==> src/rtl/gld_pkg.sv <==
// Shared types, constants and the button map of the gamepad link report decoder.
`timescale 1ns / 1ps
package gld_pkg;

  localparam logic [7:0] OK_BYTE     = 8'h80;
  localparam logic [7:0] OP_REPORTS  = 8'hAD;
  localparam logic [7:0] OP_LED_MODE = 8'hE4;
  localparam logic [7:0] REPORTS_ON  = 8'h01;
  localparam logic [7:0] LED_RESET   = 8'h02;

  localparam int unsigned NUM_KEYS  = 12;
  localparam int unsigned FRAME_LEN = 6;
  localparam int unsigned STORE_LEN = FRAME_LEN - 1;
  localparam int unsigned JOB_DEPTH = 2;
  localparam int unsigned JOB_PTR_W = $clog2(JOB_DEPTH);
  localparam int unsigned JOB_CNT_W = $clog2(JOB_DEPTH + 1);

  // Link phase codes
  localparam logic [1:0] PH_REPORT  = 2'd0;
  localparam logic [1:0] PH_WAIT_LED = 2'd1;
  localparam logic [1:0] PH_WAIT_REP = 2'd2;

  // Result kinds as they appear on the result port
  localparam logic [1:0] RK_CMD    = 2'd0;
  localparam logic [1:0] RK_AXIS   = 2'd1;
  localparam logic [1:0] RK_BUTTON = 2'd2;
  localparam logic [1:0] RK_ERROR  = 2'd3;

  typedef enum logic [1:0] {
    JOB_LED,
    JOB_REPORTS,
    JOB_ERROR,
    JOB_FRAME
  } job_kind_e;

  // One unit of work handed from the front to the back
  typedef struct packed {
    job_kind_e              kind;
    logic [7:0]             cmd_arg;
    logic [3:0][7:0]        axis;
    logic [NUM_KEYS-1:0]    changed;
    logic [NUM_KEYS-1:0]    level;
  } job_t;

  typedef struct packed {
    logic [1:0]  result_kind;
    logic [7:0]  cmd_first;
    logic [7:0]  cmd_second;
    logic [3:0][7:0] axis;
    logic [3:0]  key_index;
    logic        pressed;
    logic        last;
  } res_t;

  // Raw frame bit (bytes 4 and 5) that drives each button, in key order
  function automatic logic [3:0] key_bit(input logic [3:0] idx);
    logic [3:0] b;
    case (idx)
      4'd0:    b = 4'd2;
      4'd1:    b = 4'd1;
      4'd2:    b = 4'd3;
      4'd3:    b = 4'd0;
      4'd4:    b = 4'd4;
      4'd5:    b = 4'd11;
      4'd6:    b = 4'd12;
      4'd7:    b = 4'd13;
      4'd8:    b = 4'd14;
      4'd9:    b = 4'd8;
      4'd10:   b = 4'd10;
      4'd11:   b = 4'd9;
      default: b = 4'd0;
    endcase
    return b;
  endfunction

endpackage

==> src/rtl/gld_front.sv <==
// Front end: link handshake, frame gathering and job generation.
`timescale 1ns / 1ps
module gld_front import gld_pkg::*; (
  input  logic       clk_i,
  input  logic       rst_ni,
  input  logic       accept_i,
  input  logic       action_i,
  input  logic [7:0] rx_byte_i,
  input  logic       end_of_packet_i,
  input  logic [7:0] led_mode_i,
  output logic       job_push_o,
  output job_t       job_o
);

  logic [1:0]  phase_q, phase_d;
  logic        discard_q, discard_d;
  logic [2:0]  count_q, count_d;
  logic [15:0] prev_q, prev_d;
  logic [7:0]  store_q [STORE_LEN];
  logic        store_we;
  logic [15:0] now_w;
  logic [15:0] diff_w;

  assign now_w  = {rx_byte_i, store_q[STORE_LEN-1]};
  assign diff_w = now_w ^ prev_q;

  always_comb begin
    phase_d    = phase_q;
    discard_d  = discard_q;
    count_d    = count_q;
    prev_d     = prev_q;
    store_we   = 1'b0;
    job_push_o = 1'b0;
    job_o.kind    = JOB_ERROR;
    job_o.cmd_arg = REPORTS_ON;
    for (int i = 0; i < 4; i++) begin
      job_o.axis[i] = store_q[i];
    end
    for (int i = 0; i < NUM_KEYS; i++) begin
      job_o.changed[i] = diff_w[key_bit(4'(i))];
      job_o.level[i]   = now_w[key_bit(4'(i))];
    end
    if (accept_i) begin
      if (!action_i) begin
        job_push_o    = 1'b1;
        job_o.kind    = JOB_LED;
        job_o.cmd_arg = led_mode_i;
        discard_d     = 1'b0;
        phase_d       = PH_WAIT_LED;
      end else if (discard_q) begin
        // dropping bytes up to the end of the packet
      end else if (phase_q == PH_WAIT_LED || phase_q == PH_WAIT_REP) begin
        if (rx_byte_i != OK_BYTE) begin
          job_push_o = 1'b1;
          job_o.kind = JOB_ERROR;
          discard_d  = 1'b1;
        end else if (phase_q == PH_WAIT_LED) begin
          job_push_o = 1'b1;
          job_o.kind = JOB_REPORTS;
          phase_d    = PH_WAIT_REP;
          discard_d  = 1'b1;
        end else begin
          phase_d = PH_REPORT;
        end
      end else begin
        if (count_q < 3'(STORE_LEN)) begin
          store_we = 1'b1;
          count_d  = count_q + 3'd1;
        end else begin
          job_push_o = 1'b1;
          job_o.kind = JOB_FRAME;
          prev_d     = now_w;
          count_d    = 3'd0;
        end
      end
      if (action_i && end_of_packet_i) begin
        discard_d = 1'b0;
      end
    end
  end

  always_ff @(posedge clk_i or negedge rst_ni) begin
    if (!rst_ni) begin
      phase_q   <= PH_REPORT;
      discard_q <= 1'b0;
      count_q   <= 3'd0;
      prev_q    <= 16'd0;
    end else begin
      phase_q   <= phase_d;
      discard_q <= discard_d;
      count_q   <= count_d;
      prev_q    <= prev_d;
    end
  end

  always_ff @(posedge clk_i) begin
    if (store_we) begin
      store_q[count_q] <= rx_byte_i;
    end
  end

endmodule

==> src/rtl/gld_job_fifo.sv <==
// Short job queue between the front end and the result sequencer.
`timescale 1ns / 1ps
module gld_job_fifo import gld_pkg::*; (
  input  logic clk_i,
  input  logic rst_ni,
  input  logic push_i,
  input  job_t push_data_i,
  output logic full_o,
  input  logic pop_i,
  output logic empty_o,
  output job_t head_o
);

  job_t                 mem_q [JOB_DEPTH];
  logic [JOB_PTR_W-1:0] wr_q, rd_q;
  logic [JOB_CNT_W-1:0] cnt_q;
  logic                 do_push, do_pop;

  assign full_o  = (cnt_q == JOB_CNT_W'(JOB_DEPTH));
  assign empty_o = (cnt_q == '0);
  assign head_o  = mem_q[rd_q];
  assign do_push = push_i && !full_o;
  assign do_pop  = pop_i && !empty_o;

  function automatic logic [JOB_PTR_W-1:0] bump(input logic [JOB_PTR_W-1:0] p);
    return (p == JOB_PTR_W'(JOB_DEPTH - 1)) ? '0 : p + JOB_PTR_W'(1);
  endfunction

  always_ff @(posedge clk_i or negedge rst_ni) begin
    if (!rst_ni) begin
      wr_q  <= '0;
      rd_q  <= '0;
      cnt_q <= '0;
    end else begin
      if (do_push) wr_q <= bump(wr_q);
      if (do_pop)  rd_q <= bump(rd_q);
      if (do_push && !do_pop) begin
        cnt_q <= cnt_q + JOB_CNT_W'(1);
      end else if (do_pop && !do_push) begin
        cnt_q <= cnt_q - JOB_CNT_W'(1);
      end
    end
  end

  always_ff @(posedge clk_i) begin
    if (do_push) begin
      mem_q[wr_q] <= push_data_i;
    end
  end

  a_no_overflow: assert property (@(posedge clk_i) disable iff (!rst_ni)
    push_i |-> !full_o) else $error("job pushed into full queue");
  a_cnt_range: assert property (@(posedge clk_i) disable iff (!rst_ni)
    cnt_q <= JOB_CNT_W'(JOB_DEPTH)) else $error("job count out of range");
  a_pop_moves: assert property (@(posedge clk_i) disable iff (!rst_ni)
    (do_pop && !do_push) |=> cnt_q == $past(cnt_q) - JOB_CNT_W'(1))
    else $error("pop did not drain queue");

endmodule

==> src/rtl/gld_back.sv <==
// Result sequencer: expands jobs into result transactions, one per cycle unless the output register is held.
`timescale 1ns / 1ps
module gld_back import gld_pkg::*; (
  input  logic clk_i,
  input  logic rst_ni,
  input  logic job_empty_i,
  input  job_t job_i,
  output logic job_pop_o,
  input  logic pop_i,
  output logic empty_o,
  output res_t res_o
);

  job_t                cur_q;
  logic                cur_valid_q;
  logic                axis_done_q, axis_done_d;
  logic [NUM_KEYS-1:0] mask_q, mask_d;
  logic                out_valid_q;
  res_t                out_q;
  res_t                res_d;
  logic                slot_free, emit, done;
  logic [3:0]          sel;
  logic [NUM_KEYS-1:0] sel_hot;

  assign slot_free = !out_valid_q || pop_i;
  assign emit      = cur_valid_q && slot_free;
  assign job_pop_o = !job_empty_i && (!cur_valid_q || (emit && done));
  assign empty_o   = !out_valid_q;
  assign res_o     = out_q;

  // lowest pending changed button
  always_comb begin
    sel = 4'd0;
    for (int i = NUM_KEYS - 1; i >= 0; i--) begin
      if (mask_q[i]) sel = 4'(i);
    end
    sel_hot = NUM_KEYS'(1) << sel;
  end

  always_comb begin
    res_d       = '0;
    done        = 1'b1;
    axis_done_d = axis_done_q;
    mask_d      = mask_q;
    res_d.last  = 1'b1;
    case (cur_q.kind)
      JOB_LED: begin
        res_d.result_kind = RK_CMD;
        res_d.cmd_first   = OP_LED_MODE;
        res_d.cmd_second  = cur_q.cmd_arg;
      end
      JOB_REPORTS: begin
        res_d.result_kind = RK_CMD;
        res_d.cmd_first   = OP_REPORTS;
        res_d.cmd_second  = REPORTS_ON;
      end
      JOB_FRAME: begin
        if (!axis_done_q) begin
          res_d.result_kind = RK_AXIS;
          res_d.axis        = cur_q.axis;
          res_d.last        = (mask_q == '0);
          done              = (mask_q == '0);
          axis_done_d       = 1'b1;
        end else begin
          mask_d            = mask_q & ~sel_hot;
          res_d.result_kind = RK_BUTTON;
          res_d.key_index   = sel;
          res_d.pressed     = cur_q.level[sel];
          res_d.last        = (mask_d == '0);
          done              = (mask_d == '0);
        end
      end
      default: begin
        res_d.result_kind = RK_ERROR;
      end
    endcase
  end

  always_ff @(posedge clk_i or negedge rst_ni) begin
    if (!rst_ni) begin
      cur_valid_q <= 1'b0;
      out_valid_q <= 1'b0;
      axis_done_q <= 1'b0;
    end else begin
      if (emit) begin
        out_valid_q <= 1'b1;
      end else if (pop_i) begin
        out_valid_q <= 1'b0;
      end
      if (job_pop_o) begin
        cur_valid_q <= 1'b1;
        axis_done_q <= 1'b0;
      end else if (emit) begin
        cur_valid_q <= !done;
        axis_done_q <= axis_done_d;
      end
    end
  end

  always_ff @(posedge clk_i) begin
    if (emit) begin
      out_q <= res_d;
    end
    if (job_pop_o) begin
      cur_q  <= job_i;
      mask_q <= job_i.changed;
    end else if (emit) begin
      mask_q <= mask_d;
    end
  end

  a_single_last: assert property (@(posedge clk_i) disable iff (!rst_ni)
    (out_valid_q && (out_q.result_kind == RK_CMD || out_q.result_kind == RK_ERROR))
      |-> out_q.last) else $error("command or error transaction without last");
  a_key_range: assert property (@(posedge clk_i) disable iff (!rst_ni)
    (out_valid_q && out_q.result_kind == RK_BUTTON) |-> out_q.key_index <= 4'd11)
    else $error("button index out of range");
  a_pending_keys: assert property (@(posedge clk_i) disable iff (!rst_ni)
    (cur_valid_q && cur_q.kind == JOB_FRAME && axis_done_q) |-> mask_q != '0)
    else $error("button scan with nothing pending");

endmodule

==> src/rtl/gamepad_link_report_decoder.sv <==
// Top level of the gamepad link report decoder.
`timescale 1ns / 1ps
// Gamepad link report decoder. Input transactions are link events (action 0,
// link opened) and received bytes (action 1) with an end-of-packet flag. A
// link-opened event emits the LED mode command (0xE4, led_mode) and waits
// for an OK byte 0x80; that OK emits the reports-on command (0xAD, 0x01),
// drops the rest of the packet and waits for a second OK, after which bytes
// are collected into 6-byte frames. A complete frame emits one axis result
// carrying bytes 0..3, followed by one button result per changed mapped
// button in key order; last marks the final result of each input. A non-OK
// byte while awaiting a reply emits an error result and drops the rest of
// the packet. Timing: the front end takes one input per cycle while the
// two-entry job queue has room and classifies it in that same cycle; the
// result sequencer emits one result per cycle while its output register is
// free or being popped, so a frame-closing byte makes up to 13 results (one
// axis plus one per changed button) and every other job makes one. Results
// leave through a registered output stage, so a held-off pop does not stall
// input until the queue fills. led_mode sits at byte addresses 0 to 3 of the
// APB port (paddr bit 2 clear, reset value 2) and reads back; 4 to 7 read 0.
module gamepad_link_report_decoder import gld_pkg::*; (
  input  logic        clk_i,
  input  logic        rst_ni,
  // input queue side
  input  logic        push,
  output logic        full,
  input  logic        action_i,
  input  logic [7:0]  rx_byte_i,
  input  logic        end_of_packet_i,
  // result queue side
  output logic        empty,
  input  logic        pop,
  output logic [1:0]  result_kind_o,
  output logic [7:0]  cmd_first_o,
  output logic [7:0]  cmd_second_o,
  output logic [7:0]  axis_zero_o,
  output logic [7:0]  axis_one_o,
  output logic [7:0]  axis_two_o,
  output logic [7:0]  axis_three_o,
  output logic [3:0]  key_index_o,
  output logic        pressed_o,
  output logic        last_o,
  // configuration port
  input  logic        psel,
  input  logic        penable,
  input  logic        pwrite,
  input  logic [2:0]  paddr,
  input  logic [31:0] pwdata,
  output logic [31:0] prdata,
  output logic        pready
);

  logic [7:0] led_mode_q;
  logic       accept;
  logic       job_push, job_full, job_pop, job_empty;
  job_t       job_in, job_head;
  res_t       res;

  assign pready = 1'b1;
  // index 0 is the only register; bit 2 selects the next word slot
  assign prdata = (paddr[2] == 1'b0) ? {24'd0, led_mode_q} : 32'd0;

  always_ff @(posedge clk_i or negedge rst_ni) begin
    if (!rst_ni) begin
      led_mode_q <= LED_RESET;
    end else if (psel && penable && pwrite && (paddr[2] == 1'b0)) begin
      led_mode_q <= pwdata[7:0];
    end
  end

  assign full   = job_full;
  assign accept = push && !job_full;

  gld_front u_front (
    .clk_i           (clk_i),
    .rst_ni          (rst_ni),
    .accept_i        (accept),
    .action_i        (action_i),
    .rx_byte_i       (rx_byte_i),
    .end_of_packet_i (end_of_packet_i),
    .led_mode_i      (led_mode_q),
    .job_push_o      (job_push),
    .job_o           (job_in)
  );

  gld_job_fifo u_jobs (
    .clk_i       (clk_i),
    .rst_ni      (rst_ni),
    .push_i      (job_push),
    .push_data_i (job_in),
    .full_o      (job_full),
    .pop_i       (job_pop),
    .empty_o     (job_empty),
    .head_o      (job_head)
  );

  gld_back u_back (
    .clk_i       (clk_i),
    .rst_ni      (rst_ni),
    .job_empty_i (job_empty),
    .job_i       (job_head),
    .job_pop_o   (job_pop),
    .pop_i       (pop),
    .empty_o     (empty),
    .res_o       (res)
  );

  assign result_kind_o = res.result_kind;
  assign cmd_first_o   = res.cmd_first;
  assign cmd_second_o  = res.cmd_second;
  assign axis_zero_o   = res.axis[0];
  assign axis_one_o    = res.axis[1];
  assign axis_two_o    = res.axis[2];
  assign axis_three_o  = res.axis[3];
  assign key_index_o   = res.key_index;
  assign pressed_o     = res.pressed;
  assign last_o        = res.last;

endmodule

==> config.mk <==
export PLATFORM = sky130hd
export DESIGN_NAME = gamepad_link_report_decoder
export DESIGN_NICKNAME = d
export VERILOG_FILES = /design/src/rtl/gld_pkg.sv /design/src/rtl/gld_front.sv /design/src/rtl/gld_job_fifo.sv /design/src/rtl/gld_back.sv /design/src/rtl/gamepad_link_report_decoder.sv
export SDC_FILE = /design/constraint.sdc
export NUM_CORES = 1
export LEC_CHECK = 0
export ABC_AREA = 0
export BUFFER_PORTS_ARGS = -buffer_cell sky130_fd_sc_hd__buf_2
export CAP_MARGIN = 20
export CORE_ASPECT_RATIO = 0.5
export CORE_MARGIN = 2
export CORE_UTILIZATION = 52
export DETAILED_ROUTE_END_ITERATION = 10
export MAX_ROUTING_LAYER = met4
export PLACE_DENSITY_LB_ADDON = 0.1
export RECOVER_POWER = 50
export SLEW_MARGIN = 20
export SYNTH_ARGS = -nofsm -noshare
export SYNTH_HDL_FRONTEND = slang
export SYNTH_SLANG_ARGS = --single-unit
export TNS_END_PERCENT = 1
==> constraint.sdc <==
create_clock -name clk_i -period 4.6 [get_ports clk_i]
set_input_delay 0.69 -clock clk_i [delete_from_list [all_inputs] [get_ports clk_i]]
set_output_delay 0.69 -clock clk_i [all_outputs]
set_load 0.03 [all_outputs]
==> qor.yml <==
status: "finished with violations"
violations: "capacitance limit, slew limit"
hp-class: "input port to flip-flop"
async_flop_share_pct: 10.34
holdWs_ns: 0.3863
grt_pass1_wl_mm: 32.91
ys.flop_type: "edfxtp_1"
r2r-start: "u_back.mask_q[5]$_DFFE_PP_"
dpl.cell_count: 1086
synth-edff-count: 286
setup_viol: 0
cp-start-kind: "flip-flop"
start_util_pct: 53.47
busiest_layer: "met2"
crit_path_end_kind: "flip-flop"
cts_resized: 0
synth_warnings: 0
drt_wl_total_mm: 20.68
drtAntennaViolNets: 0
drc_errors: 0
track_usage_pct: 17.52
cts_setup_buffers: 0
diodes: 0
grt_pass1_vias: 5994
instances_no_fill: 1138
hold_violations: 0
die_w_um: 221.4
final_cell_mix: "286 x edfxtp_1, 78 x mux2_2, 63 x clkbuf_1"
pwr-share-seq_pct: 51.1
gp_congestion: 0.9083
cellLeakagePower_nw: 4.920
use_met2_pct: 27.60
ys_ff_latch: 319
synth.distinct_cells: 58
ir_drop_mv: 0.3292
p_sw_mw: 2.938
htree_levels: 1
syn_inst: 702
place_area_um2: 13030
syn_area_per_cell_um2: 17.51
drive_gt1_share_pct: 21.18
grtUsageMet1_pct: 24.31
grt_use_met3_pct: 3.324
ctsHoldBuffers: 0
viasPerCell: 5.185
grt_overflow: 0
die-area_um2: 24950
worstSetupStartpoint: "u_back.mask_q[5]$_DFFE_PP_"
min_from: "pwdata[4]"
max_freq_ghz: 0.2584
antenna_found_initial: 4
timing.final.crit_share_pct: 84.13
cts_inserted_buffers: 28
dr.pass1.iters: 4
finalSetupTns_ns: 0
core_area_um2: 22980
max_slew.worst_pin.slew_ns: 2.130
place.detailed.hpwl_mm: 12.69
rsz0062_at_grt: "false"
synthesis.area_um2: 12290
final_common_cell: "edfxtp_1"
internal_power_mw: 6.322
syn2layout_area_growth_pct: 12.33
switching_share_pct: 31.73
cts_buffer_depth: 3
clkPwrFrac_pct: 23.8
worstSetupPathType: "flip-flop to flip-flop"
synth.yosys.seq_area_share_pct: 76.61
vias: 5901
cts_tree: "yes"
comb_power_share_pct: 25.2
slew_headroom_pct: -41.97
cts.sinks: 319
cp_max_fo: 22
worst_ep_required_time_ns: 4.88
wl_per_cell_um: 18.17
drt_iter0_drc: 366
clk_pin_slew_ns: 0.07
grt_max_degree: 37
maxSlewViolCount: 104
min_period_ns: 3.870
cap_violations: 3
nFillCells: 1701
rows: 39
clock_skew_ns: 0.01389
io_buffers: 89
cp.arrival_ns: 4.15
worstSkewPairLatency_ns: 0.54
fin_nets: 864
root_buffer: "clkbuf_16"
die_y_um: 112.7
p_per_area_nw_per_um2: 670.8
ioPinCount: 143
fin_area_um2: 13800
layer usage:
| layer | wire length, um | share of wire [%] | vias up |
|---|---|---|---|
| li1 | - | - | 2792 |
| met1 | 9405 | 45 | 2934 |
| met2 | 9795 | 47 | 142 |
| met3 | 1066 | 5.2 | 33 |
| met4 | 409 | 2.0 | 0 |
| met5 | 0 | 0 | - |
metrics by stage:
stage               power [mW]  utilization [%]  setup slack (ns)
floorplan                6.482                -            0.8021
global placement         7.135            56.66            0.8679
detailed placement       7.207            56.67            0.7926
CTS                      9.414            60.44            0.7956
global route             9.778            60.06            0.4153
finish                   9.260            60.06            0.7298
worst paths after layout:
kind	end	slack [ns]	cells past startpoint
worst max-delay path	u_back.mask_q[7]$_DFFE_PP_	0.73	9
worst min-delay path	led_mode_q[4]$_DFFE_PN0P_	0.39	2
worst max register to register	u_back.mask_q[7]$_DFFE_PP_	0.73	9
worst min register to register	u_jobs.mem_q[1][53]$_DFFE_PP_	0.45	0
max in group asynchronous	u_front.prev_q[9]$_DFFE_PN0P_	2.62	1
min in group asynchronous	u_front.discard_q$_DFFE_PN0P_	0.77	1
state kept, by name, summed over array words and instances (netlist names):
name,count
u_front.phase_q,2
u_jobs.cnt_q,2
u_back.res_o,51
u_front.prev_q,12
u_back.cur_valid_q,1
u_back.cur_q,54
u_jobs.rd_q,1
led_mode_q,8
u_jobs.mem_q,132
u_back.out_valid_q,1
u_front.discard_q,1
u_back.mask_q,12
u_back.axis_done_q,1
u_front.count_q,3
u_jobs.wr_q,1
u_front.store_q,37
logic make-up (layout without fill, tap and decap cells):
kind of cell,count (synthesis),count (layout),synth area share [%]
buffers and inverters,66,170,3.024
other,2,27,0.06111
muxes,102,102,9.133
DFF,319,319,76.61
AOI/OAI and AO/OA,52,52,3.126
and+or+nand+nor,141,141,6.516
xor gates and xnor gates,16,16,1.140
adders and majority gates,4,4,0.3869
cell usage after synthesis (2+ instances only):
| cell type | count | area share [%] |
|---|---|---|
| a21oi_1 | 9 | 0.37 |
| nand3_1 | 5 | 0.20 |
| nor2_1 | 29 | 0.89 |
| buf_4 | 30 | 1.8 |
| nor3_1 | 6 | 0.24 |
| edfxtp_1 | 286 | 70 |
| a31oi_1 | 2 | 0.10 |
| nor2b_1 | 13 | 0.66 |
| mux2i_1 | 21 | 1.7 |
| mux2_2 | 78 | 7.1 |
| nor4_1 | 4 | 0.20 |
| mux2_1 | 3 | 0.27 |
| clkbuf_1 | 14 | 0.43 |
| a21o_1 | 2 | 0.12 |
| inv_1 | 14 | 0.43 |
| and2_1 | 49 | 2.5 |
| dfrtp_1 | 32 | 6.5 |
| nor4b_1 | 2 | 0.14 |
| a22oi_1 | 2 | 0.12 |
| xor2_1 | 15 | 1.1 |
| o21a_1 | 2 | 0.12 |
| o31ai_1 | 5 | 0.31 |
| ha_1 | 3 | 0.31 |
| a211oi_1 | 3 | 0.18 |
| o31a_1 | 3 | 0.21 |
| nand2_1 | 14 | 0.43 |
| nand4b_1 | 2 | 0.14 |
| and3_1 | 2 | 0.10 |
| buf_2 | 3 | 0.12 |
| nand2b_1 | 6 | 0.31 |
| o21ai_0 | 12 | 0.49 |
| buf_1 | 4 | 0.12 |
| conb_1 | 2 | 0.061 |
power by group through the flow:
stage               clock, mW  combinational, mW  sequential [mW]
global placement            0               2.38             4.76
CTS                      2.26               2.42             4.73
finish                   2.20               2.33             4.73
floorplan                   0               1.55             4.93
global route             2.39               2.56             4.83
detailed placement          0               2.42             4.79
critical path, stage by stage (launching register included):
cell and delay [ns]:
edfxtp_1 0.50, nor4_1 0.45, nand3_1 0.38, o31ai_1 0.44, nand4b_1 0.14, or4_4 0.57
a311oi_4 0.37, buf_4 0.28, buf_4 0.35, mux2i_1 0.12
area by class of cell:
class                           count  area (um2)  share of cell area (%)
Sequential cell                   319        9415                   68.20
Multi-Input combinational cell    342        2605                   18.87
Clock buffer                       32       737.0                   5.339
Timing Repair Buffer              104       480.5                   3.480
Tap cell                          307       384.1                   2.783
Clock inverter                     20       130.1                  0.9426
Inverter                           14       52.55                  0.3807
(Power assumes the default switching activity.)
